File: src/rtl/aff_pkg.sv
// Package: shared widths, limits, lane codes, pipeline word types and the clamp function.
package aff_pkg;

	localparam int WORD_W    = 32;
	localparam int DET_W     = 64;
	localparam int LANES     = 4;
	localparam int DIV_STEPS = 32;

	localparam logic [DET_W-1:0] POS_LIM = 64'h0000_0000_7FFF_FFFF;
	localparam logic [DET_W-1:0] NEG_LIM = 64'h0000_0000_8000_0000;

	localparam int LANE_A = 0;
	localparam int LANE_B = 1;
	localparam int LANE_C = 2;
	localparam int LANE_D = 3;

	typedef struct packed {
		logic [DET_W-1:0]  rem;
		logic [WORD_W-1:0] quo;
		logic              ovf;
		logic              neg;
	} lane_t;

	typedef struct packed {
		lane_t [LANES-1:0]        lane;
		logic [DET_W-1:0]         dmag;
		logic signed [WORD_W-1:0] move_x;
		logic signed [WORD_W-1:0] move_y;
		logic                     singular;
	} div_word_t;

	typedef struct packed {
		logic [WORD_W-1:0] coef;
		logic              sat;
	} clamp_t;

	function automatic clamp_t clamp64(input logic neg, input logic big,
			input logic [DET_W-1:0] mag);
		logic [DET_W-1:0] lim;
		logic [DET_W-1:0] m;
		clamp_t           res;
		lim     = neg ? NEG_LIM : POS_LIM;
		res.sat = big || (mag > lim);
		m       = res.sat ? lim : mag;
		res.coef = neg ? WORD_W'(-m) : m[WORD_W-1:0];
		return res;
	endfunction

endpackage

File: src/rtl/aff_div_stage.sv
// Divider stage: one restoring quotient bit for each of the four lanes.
module aff_div_stage (
	input  logic               clk,
	input  logic               arst_n,
	input  logic               in_valid,
	output logic               in_ready,
	input  aff_pkg::div_word_t in_data,
	output logic               out_valid,
	input  logic               out_ready,
	output aff_pkg::div_word_t out_data
);
	logic               v_s1;
	aff_pkg::div_word_t d_s1;
	aff_pkg::div_word_t nxt;

	assign in_ready  = !v_s1 || out_ready;
	assign out_valid = v_s1;
	assign out_data  = d_s1;

	always_comb begin
		logic [aff_pkg::DET_W:0] t;
		logic                    ge;
		nxt = in_data;
		for (int i = 0; i < aff_pkg::LANES; i++) begin
			t  = {in_data.lane[i].rem, in_data.lane[i].quo[aff_pkg::WORD_W-1]};
			ge = (t >= {1'b0, in_data.dmag});
			nxt.lane[i].rem = ge ? aff_pkg::DET_W'(t - {1'b0, in_data.dmag})
				: t[aff_pkg::DET_W-1:0];
			nxt.lane[i].quo = {in_data.lane[i].quo[aff_pkg::WORD_W-2:0], ge};
		end
	end

	always_ff @(posedge clk or negedge arst_n) begin
		if (!arst_n) begin
			v_s1 <= 1'b0;
		end else if (in_ready) begin
			v_s1 <= in_valid;
		end
	end

	always_ff @(posedge clk) begin
		if (in_ready && in_valid) d_s1 <= nxt;
	end

	a_rem_bound: assert property (@(posedge clk) disable iff (!arst_n)
		v_s1 |-> (d_s1.lane[0].ovf || d_s1.lane[0].rem < d_s1.dmag)
			&& (d_s1.lane[1].ovf || d_s1.lane[1].rem < d_s1.dmag)
			&& (d_s1.lane[2].ovf || d_s1.lane[2].rem < d_s1.dmag)
			&& (d_s1.lane[3].ovf || d_s1.lane[3].rem < d_s1.dmag))
		else $error("partial remainder not below divisor");

endmodule

File: config.mk
export PLATFORM = sky130hd
export DESIGN_NAME = aff_div_stage
export DESIGN_NICKNAME = d
export VERILOG_FILES = /design/src/rtl/aff_pkg.sv /design/src/rtl/aff_div_stage.sv
export SDC_FILE = /design/constraint.sdc
export NUM_CORES = 1
export LEC_CHECK = 0
export BUFFER_PORTS_ARGS = -buffer_cell sky130_fd_sc_hd__buf_4
export CORE_AREA = 8 8 401 403
export CTS_CLUSTER_SIZE = 20
export DETAILED_ROUTE_END_ITERATION = 6
export DIE_AREA = 0 0 409 411
export SLEW_MARGIN = 15
export SYNTH_ARGS = -nofsm -noshare
export SYNTH_HDL_FRONTEND = slang
export SYNTH_SLANG_ARGS = --single-unit
File: constraint.sdc
create_clock -name clk -period 15.05 [get_ports clk]
set_clock_uncertainty 0.2 [all_clocks]
set_input_delay 4.515 -clock clk [delete_from_list [all_inputs] [get_ports clk]]
set_output_delay 4.515 -clock clk [all_outputs]
set_load 0.02 [all_outputs]
==> Flow_metrics.wiki, run 1 <==
{| class="wikitable"
! Metric !! Value
|-
| Min Tclk post-route || slightly below 10000 ps
|-
| Setup fix buffers added after clock tree synthesis || 0
|-
| Top cell by count, worst path || buf_4
|-
| Antenna viol nets, final || 0
|-
| Floorplan row count || 145
|-
| Violation count after the first detailed-route iteration || 2255
|-
| Pin count of the biggest net entering global routing || approximately 160
|-
| Post-layout net count || around 5100
|-
| Headroom to the max-slew limit || between 20 and 30%
|-
| Share of synthesized area occupied by flip-flops and latches || between 40% and 50%
|-
| Area of the die || 0.1681 sq mm
|-
| CTS tree || built
|-
| Worst reg2reg endpoint || out_data[222]
|-
| Total DRC errors in the routed layout || 0
|-
| Type of the worst setup path || input pin to output pin
|-
| First-pass GRT wire length || between 200000 and 300000 microns
|-
| Routed via count || 31980
|-
| Type of element capturing the critical path || output pin
|-
| Root buffer selected by CTS || clkbuf_16
|-
| Area of all sequential standard cells || between 0.015 and 0.02 sq mm
|-
| Via count of the first global-routing pass || around 32000
|-
| Number of enable-type register cells in the synthesized netlist || around 520
|-
| Setup TNS || 0 ps
|-
| Mux share of post-synthesis cell area || 2.507%
|-
| Critical path data required time || a little over 10000 ps
|-
| Top delay family on crit path || buffers and inverters
|-
| Area of the multi-input gates || between 0.015 and 0.02 sq mm
|-
| Worst R2R Setup Slack || approximately 11000 ps
|-
| Number of filler cells placed in the layout || about 16000
|-
| Proportion of netlist area held by the largest area contributor || between 40% and 50%
|-
| Synth Register Bits || ~520
|-
| Synth Area in Simple Gates || around 12%
|-
| Adder and majority cell fraction of the synthesized area || roughly a tenth
|-
| CTS H-tree lvls || 3
|-
| Setup repair after global routing missed its margin || no
|-
| Top cell type by total area after synthesis || edfxtp_1
|-
| Critical Path Source || out_ready
|-
| Routed wire length || between 150000 and 200000 microns
|-
| Crit path capture || in_ready
|-
| Largest driver fanout on the critical path || 3
|-
| Critical Path, Cell by Cell || buf_4 > nand2b_1 > buf_4
|-
| Die X || approximately 410 microns
|-
| Ys async rst share || less than 1%
|-
| Max incr delay on CP || 180 ps
|-
| Class of the tightest hold or removal check || flip-flop to flip-flop
|-
| Tightest hold margin || a little over 500 ps
|-
| Number of hold-slack violations in the final timing report || 0
|-
| Clock network latency to the later pin of the worst-skew pair || between 700 and 800 ps
|-
| Prevailing post-synth register cell || edfxtp_1
|-
| Number of buffer cells added on primary ports || between 1000 and 1500
|-
| Routed vias/inst || about 5
|-
| Highest Clock Rate || between 0.1 and 0.15 GHz
|-
| I/O Pins || 1048
|-
| Buffer and inverter count on the worst path || 2
|-
| CTS clk-pin slew, worst paths || around 60 ps
|-
| Endpoint arrival time on the critical path || 5000 ps
|-
| Height of the die || around 410 microns
|-
| Cells resized by post-CTS repair || 0
|-
| Number of endpoints failing setup at the final stage || 0
|-
| Fraction of layout instances using a drive strength above 1 || 28.98%
|-
| CTS buffer count || 70
|-
| Reg-to-reg startpoint || out_valid
|-
| Standard cell core area || 0.1548 sq mm
|-
| Status || finished clean
|-
| Number of placed cells counting well taps || about 6300
|-
| Portion of the clock cycle consumed by the worst path in the final layout || between 60% and 70%
|-
| Pre-Repair DR Iteration Count || 5
|-
| Number of standard cells after synthesis || ~3400
|-
| Combinational family with the most area after synthesis || compound AO/OA/AOI/OAI gates
|-
| Cell count of the worst reg-to-reg path || 4
|-
| Final standard cell count with taps included and fillers excluded || roughly 6500
|-
| Antenna violations before repair || 60
|-
| Post-synthesis cell type count || 96
|-
| Worst Max-Slew Pin Slew || between 1000 and 1500 ps
|-
| Post-detailed-placement half-perimeter wirelength || 166000 microns
|-
| Xor-xnor portion of the synthesized cell area || 5.788%
|-
| Clock sinks || 522
|-
| Number of nets produced by synthesis || slightly above 4000
|-
| Critical-path top delay cell || buf_4
|-
| Nature of the critical path startpoint || input pin
|-
| Clock tree buffer depth || 3
|-
| Post-synthesis to final-layout area growth || 36.68%
|-
| Gp weighted congestion || 0.9649
|-
| Count of hold buffers inserted by post-cts repair || 0
|-
| Cell area after layout || ~0.046 sq mm
|-
| Post-Synthesis Cell Area || 0.03389 sq mm
|-
| Instance area after placement || ~0.044 sq mm
|-
| Max VDD drop || approximately 0.000069 V
|-
| Number of slew-limit violations in the final report || 0
|-
| Ys Warns || 0
|-
| Ranking of synthesized cells by area || edfxtp_1 46%, ha_1 9.5%, o21ai_0 4.8%
|-
| Overall global routing resource usage || between 20% and 30%
|-
| Number of gates on the worst path with buffers counted || 3
|-
| P per Cell Area || approximately 110 mW/mm^2
|-
| Synth Area in Compound Gates || about a fifth
|-
| Total overflow reported by the global router || 0
|-
| DR WL/cell || roughly 30 microns
|-
| Effective utilization at floorplan || a little over a fifth
|-
| Max-cap viol count || 0
|-
| Leakage power || ~0.019 uW
|-
| Post-synthesis area per instance || just over 10 sq um
|-
| Tot Pwr || 5088 uW
|}
area by class of cell:
type,instances,area share (%)
diodes,24,0.1296
clock buffers,83,3.932
clock inverters,45,1.115
inverters,142,1.153
multi-input cells,2545,36.89
flip-flops and latches,522,33.83
well taps,2058,5.558
repair buffers,1070,17.39
layout by cell type, fill, tap and decap left out, types with 15 or more instances in the layout:
cell / synthesis / layout
a211oi_1: 21 / 21
a21o_1: 131 / 131
a21oi_1: 304 / 304
a31oi_1: 37 / 37
and2_1: 16 / 15
and3_1: 27 / 27
buf_4: 1 / 1068
clkbuf_16: 0 / 71
diode_2: 0 / 24
edfxtp_1: 521 / 521
ha_1: 256 / 256
inv_1: 140 / 140
mux2_1: 19 / 19
mux2_2: 52 / 52
nand2_1: 405 / 405
nand2b_1: 27 / 27
nand3_1: 43 / 43
nand4_1: 77 / 77
nor2_1: 155 / 154
nor2b_1: 28 / 28
nor3_1: 43 / 43
o211ai_1: 26 / 26
o21a_1: 26 / 26
o21ai_0: 326 / 326
o21bai_1: 65 / 65
o31ai_1: 28 / 28
xnor2_1: 126 / 126
xor2_1: 98 / 98
cell families after synthesis:
group / after synthesis
XOR/XNOR: 224
AO/OA/AOI/OAI: 1101
adder cells (fa/ha/maj): 260
multiplexers: 76
flip-flops: 522
buffers and inverters: 291
AND/OR/NAND/NOR: 884
report_power, final:
part / total [uW] / switching (uW) / internal (uW)
sequential: 1830 / 57.5 / 1780
combinational: 1510 / 940 / 573
clock: 1740 / 753 / 989
metrics by stage:
| step | util [%] | setup slack (ps) |
|---|---|---|
| 2_1_floorplan | - | 3201 |
| 3_3_place_gp | 28.38 | 5327 |
| 3_5_place_dp | 28.38 | 5325 |
| 4_1_cts | 29.90 | 5331 |
| 5_1_grt | 29.90 | 5315 |
| 6_report | 29.93 | 5335 |
worst min path at each step:
stage	depth (start not counted)	slack, ps	to	startpoint
floorplan	2	580	out_valid	out_valid
global route	2	560	out_valid	out_valid
global placement	2	520	out_valid	out_valid
CTS	2	530	out_valid	out_valid
detailed placement	2	500	out_valid	out_valid
finish	2	510	out_valid	out_valid
cell usage after synthesis (all sizes together) (38+ instances only):
master	count
xnor2	126
inv	141
ha	256
a21oi	306
nand4	77
nand2	406
nor2	157
o21bai	65
nand3	43
edfxtp	521
nor3	44
buf	42
clkbuf	107
a21o	131
a31oi	38
xor2	98
o21ai	336
mux2	71
worst min-delay path: stages (launching register included):
cell and delay [ps]:
dfrtp_1 470, nand2b_1 130, nand2b_1 80
state kept, by name (all words and copies together), names as in the netlist:
signal,count
out_valid,1
out_data,521
routing by layer:
metal  vias to the layer above  share of wire (%)  track usage, %
li1                      14590                  -               -
met1                     15680                 35           22.97
met2                      1343                 51           40.45
met3                       322                8.4           6.731
met4                        38                4.9           9.370
met5                         -               0.12               0
Power figures use the tool's default switching activity.
==> inputs of run 2 (changes only) <==
--- a/config.mk
+++ b/config.mk
@@ -5,11 +5,12 @@
 export SDC_FILE = /design/constraint.sdc
 export NUM_CORES = 1
 export LEC_CHECK = 0
+export ABC_AREA = 1
 export BUFFER_PORTS_ARGS = -buffer_cell sky130_fd_sc_hd__buf_4
-export CORE_AREA = 8 8 401 403
+export CORE_AREA = 8 8 404 406
 export CTS_CLUSTER_SIZE = 20
 export DETAILED_ROUTE_END_ITERATION = 6
-export DIE_AREA = 0 0 409 411
+export DIE_AREA = 0 0 412 414
 export SLEW_MARGIN = 15
 export SYNTH_ARGS = -nofsm -noshare
 export SYNTH_HDL_FRONTEND = slang
==> constraint.sdc (replaced) <==
create_clock -name clk -period 8.1 [get_ports clk]
set_clock_uncertainty 0.2 [all_clocks]
set_input_delay 2.43 -clock clk [delete_from_list [all_inputs] [get_ports clk]]
set_output_delay 2.43 -clock clk [all_outputs]
set_load 0.02 [all_outputs]
==> Flow_metrics.wiki, run 2 <==
{| class="wikitable"
! Metric !! Value
|-
| Fraction of layout instances using a drive strength above 1 || 17.07% (was 28.98%)
|-
| Worst Max-Slew Pin Slew || 1270 ps (was 1075 ps)
|-
| Antenna violations before repair || 37 (was 60)
|-
| Most common cell after layout, fill and taps aside || nand2_1 (was buf_4)
|-
| Number of slew-limit violations in the final report || 0 (unchanged)
|-
| Setup fix buffers added after clock tree synthesis || 0 (unchanged)
|-
| Clock tree buffer depth || 3 (unchanged)
|-
| Ranking of synthesized cells by area || edfxtp_1 36%, nand2_1 25%, inv_1 12% (was edfxtp_1 46%, ha_1 9.5%, o21ai_0 4.8%)
|-
| Number of nets produced by synthesis || 7425 (was 4143)
|-
| Routed wire length || 283400 microns (was 195100 microns)
|-
| Routed via count || 48370 (was 31980)
|-
| Status || finished clean (unchanged)
|-
| Highest Clock Rate || roughly 0.17 GHz
|-
| Count of hold buffers inserted by post-cts repair || 0 (unchanged)
|-
| CTS H-tree lvls || 3 (unchanged)
|-
| Critical path data required time || 8430 ps (was 10340 ps)
|-
| Synth Register Bits || 522 (unchanged)
|-
| CTS buffer count || 69 (was 70)
|-
| Met3 GRT Util || 6.223% (was 6.731%)
|-
| Number of standard cells after synthesis || 6640 (was 3358)
|-
| Height of the die || 414 microns (was 411 microns)
|-
| Top Usage Layer GRT || met2 (unchanged)
|-
| GR Layer Usage met2 || 51.38% (was 40.45%)
|-
| Min Tclk post-route || between 5000 and 6000 ps
|-
| Most common cell in the netlist || nand2_1 (was edfxtp_1)
|-
| Number of enable-type register cells in the synthesized netlist || 521 (unchanged)
|-
| P per Cell Area || 180.2 mW/mm^2 (was 109.8 mW/mm^2)
|-
| Final standard cell count with taps included and fillers excluded || 9872 (was 6489)
|-
| Gp weighted congestion || 1.014 (was 0.9649)
|-
| Routed vias/inst || 4.900 (was 4.928)
|-
| CTS clk-pin slew, worst paths || 60 ps (about the same)
|-
| Leakage power || 0.03074 uW (was 0.01914 uW)
|-
| Number of endpoints failing setup at the final stage || 0 (unchanged)
|-
| Post-synthesis cell type count || 42 (was 96)
|-
| Commonest cells after routing, fill and taps aside || 2844 x nand2_1, 1376 x inv_1, 1076 x buf_4 (was 1068 x buf_4, 521 x edfxtp_1, 405 x nand2_1)
|-
| Worst setup slack after placement || 1697 ps (was 5325 ps)
|-
| Largest driver fanout on the critical path || 26 (was 3)
|-
| First-pass GRT wire length || 376500 microns (was 260700 microns)
|-
| Post-synthesis area per instance || 6.559 sq um (was 10.09 sq um)
|-
| Proportion of netlist area held by the largest area contributor || 35.92% (was 46.16%)
|-
| Standard cell core area || 0.1571 sq mm (was 0.1548 sq mm)
|-
| Clock sinks || 522 (unchanged)
|-
| Prevailing post-synth register cell || edfxtp_1 (unchanged)
|-
| Type of the worst setup path || input pin to flip-flop (was input pin to output pin)
|-
| Max FFs per register || 521 (unchanged)
|-
| Ys async rst share || 0.1916% (unchanged)
|-
| Via count of the first global-routing pass || 45820 (was 32010)
|-
| Total DRC errors in the routed layout || 0 (unchanged)
|-
| Root buffer selected by CTS || clkbuf_16 (unchanged)
|-
| Met1 global-route usage || 39.15% (was 22.97%)
|-
| Nature of the critical path startpoint || input pin (unchanged)
|-
| Tightest hold margin || 401.1 ps (was 514.1 ps)
|-
| Cells resized by post-CTS repair || 0 (unchanged)
|-
| Top cell type by total area after synthesis || edfxtp_1 (unchanged)
|-
| Post-synthesis to final-layout area growth || 28.91% (was 36.68%)
|-
| Total overflow reported by the global router || 0 (unchanged)
|-
| Overall global routing resource usage || 31.56% (was 21.94%)
|-
| Pre-Repair DR Iteration Count || 6 (was 5)
|-
| Synth cell count leaders || 2844 x nand2_1, 1378 x inv_1, 521 x edfxtp_1 (was 521 x edfxtp_1, 405 x nand2_1, 326 x o21ai_0)
|-
| Headroom to the max-slew limit || 15.32% (was 27.78%)
|-
| Class of the tightest hold or removal check || flip-flop to flip-flop (unchanged)
|-
| Number of buffer cells added on primary ports || 1047 (unchanged)
|-
| Setup TNS || 0 ps (unchanged)
|-
| Die X || 412 microns (was 409 microns)
|-
| Clock network latency to the later pin of the worst-skew pair || 660 ps (was 710 ps)
|-
| Pin count of the biggest net entering global routing || 134 (was 157)
|-
| CTS tree || built (unchanged)
|-
| DR WL/cell || 28.71 microns (was 30.06 microns)
|-
| Number of placed cells counting well taps || 9722 (was 6337)
|-
| Endpoint arrival time on the critical path || 6090 ps (was 5000 ps)
|-
| Portion of the clock cycle consumed by the worst path in the final layout || a little under three quarters
|-
| Effective utilization at floorplan || 27.72% (was 21.90%)
|-
| Post-layout net count || 8506 (was 5136)
|-
| Max-cap viol count || 0 (unchanged)
|-
| Number of hold-slack violations in the final timing report || 0 (unchanged)
|-
| Post-detailed-placement half-perimeter wirelength || 240900 microns (was 166000 microns)
|-
| Setup repair after global routing missed its margin || no (unchanged)
|-
| Area of the die || 0.1706 sq mm (was 0.1681 sq mm)
|-
| I/O Pins || 1048 (unchanged)
|-
| Floorplan row count || 146 (was 145)
|-
| Violation count after the first detailed-route iteration || 5137 (was 2255)
|-
| Final setup slack of the worst path || 2341 ps (was 5335 ps)
|-
| Ys Warns || 0 (unchanged)
|-
| Max VDD drop || 0.0001468 V (was 0.00006924 V)
|-
| Post-Synthesis Cell Area || 0.04355 sq mm (was 0.03389 sq mm)
|-
| Type of element capturing the critical path || flip-flop (was output pin)
|-
| Antenna viol nets, final || 0 (unchanged)
|-
| Share of synthesized area occupied by flip-flops and latches || 35.98% (was 46.23%)
|}
run 2: power breakdown:
group	internal [uW]	switching, uW
Sequential	3280	150
Clock	1740	1390
Combinational	1080	2460
run 2: final cells by class:
class | instances | area [sq um]
diodes | 24 | 60.06
clock buffers | 78 | 1782
clock inverters | 48 | 445.4
fillers | 17140 | 101000
inverters | 1397 | 5251
multi-input cells | 4649 | 22140
flip-flops and latches | 522 | 15670
well taps | 2072 | 2592
repair buffers | 1082 | 8198
run 2: through the flow:
| step | util (%) | instance area (sq um) | total power, uW |
|---|---|---|---|
| 4_1_cts | 35.70 | 56080 | 10140 |
| 2_1_floorplan | - | 43570 | 5321 |
| 3_3_place_gp | 34.28 | 53850 | 6983 |
| 6_report | 35.74 | 56140 | 10110 |
| 5_1_grt | 35.71 | 56100 | 10520 |
| 3_5_place_dp | 34.28 | 53850 | 6967 |
run 2: layer usage:
layer  share of wire, %  wire, microns
met1                 40         113300
met2                 46         130000
met3                8.0          22790
met4                6.1          17220
met5              0.037            106
run 2: worst max-delay path, stage by stage:
cell and delay, ps:
buf_4 120, inv_1 600, ha_1 460, nand2_1 170
nor2_2 240, inv_2 70, nor3_2 370, nand2_1 190
o21ai_2 220, nor2_4 70, nand2_4 310, buf_4 300
nand3_1 330, nand2_1 150
run 2: path summary, 6_finish.rpt:
path / start / end / slack (ps) / cells past startpoint
setup / recovery: in_data[100] / out_data[405] / 2340 / 14
hold / removal: out_valid / out_valid / 400 / 2
setup reg to reg: out_valid / out_data[80] / 5320 / 3
hold reg to reg: out_valid / out_valid / 400 / 2
max in group asynchronous: arst_n / out_valid / 6260 / 1
min in group asynchronous: arst_n / out_valid / 1350 / 1
run 2: cells by family (layout without fill, tap and decap cells):
group	Yosys count	in the layout	synth area share, %
AND/OR/NAND/NOR	4052	4052	38.28
flip-flops	522	522	35.98
AO/OA/AOI/OAI	213	213	2.505
buffers and inverters	1469	2605	13.20
XOR/XNOR	124	124	2.494
adder cells (fa/ha/maj)	260	260	7.538
other	0	24	0
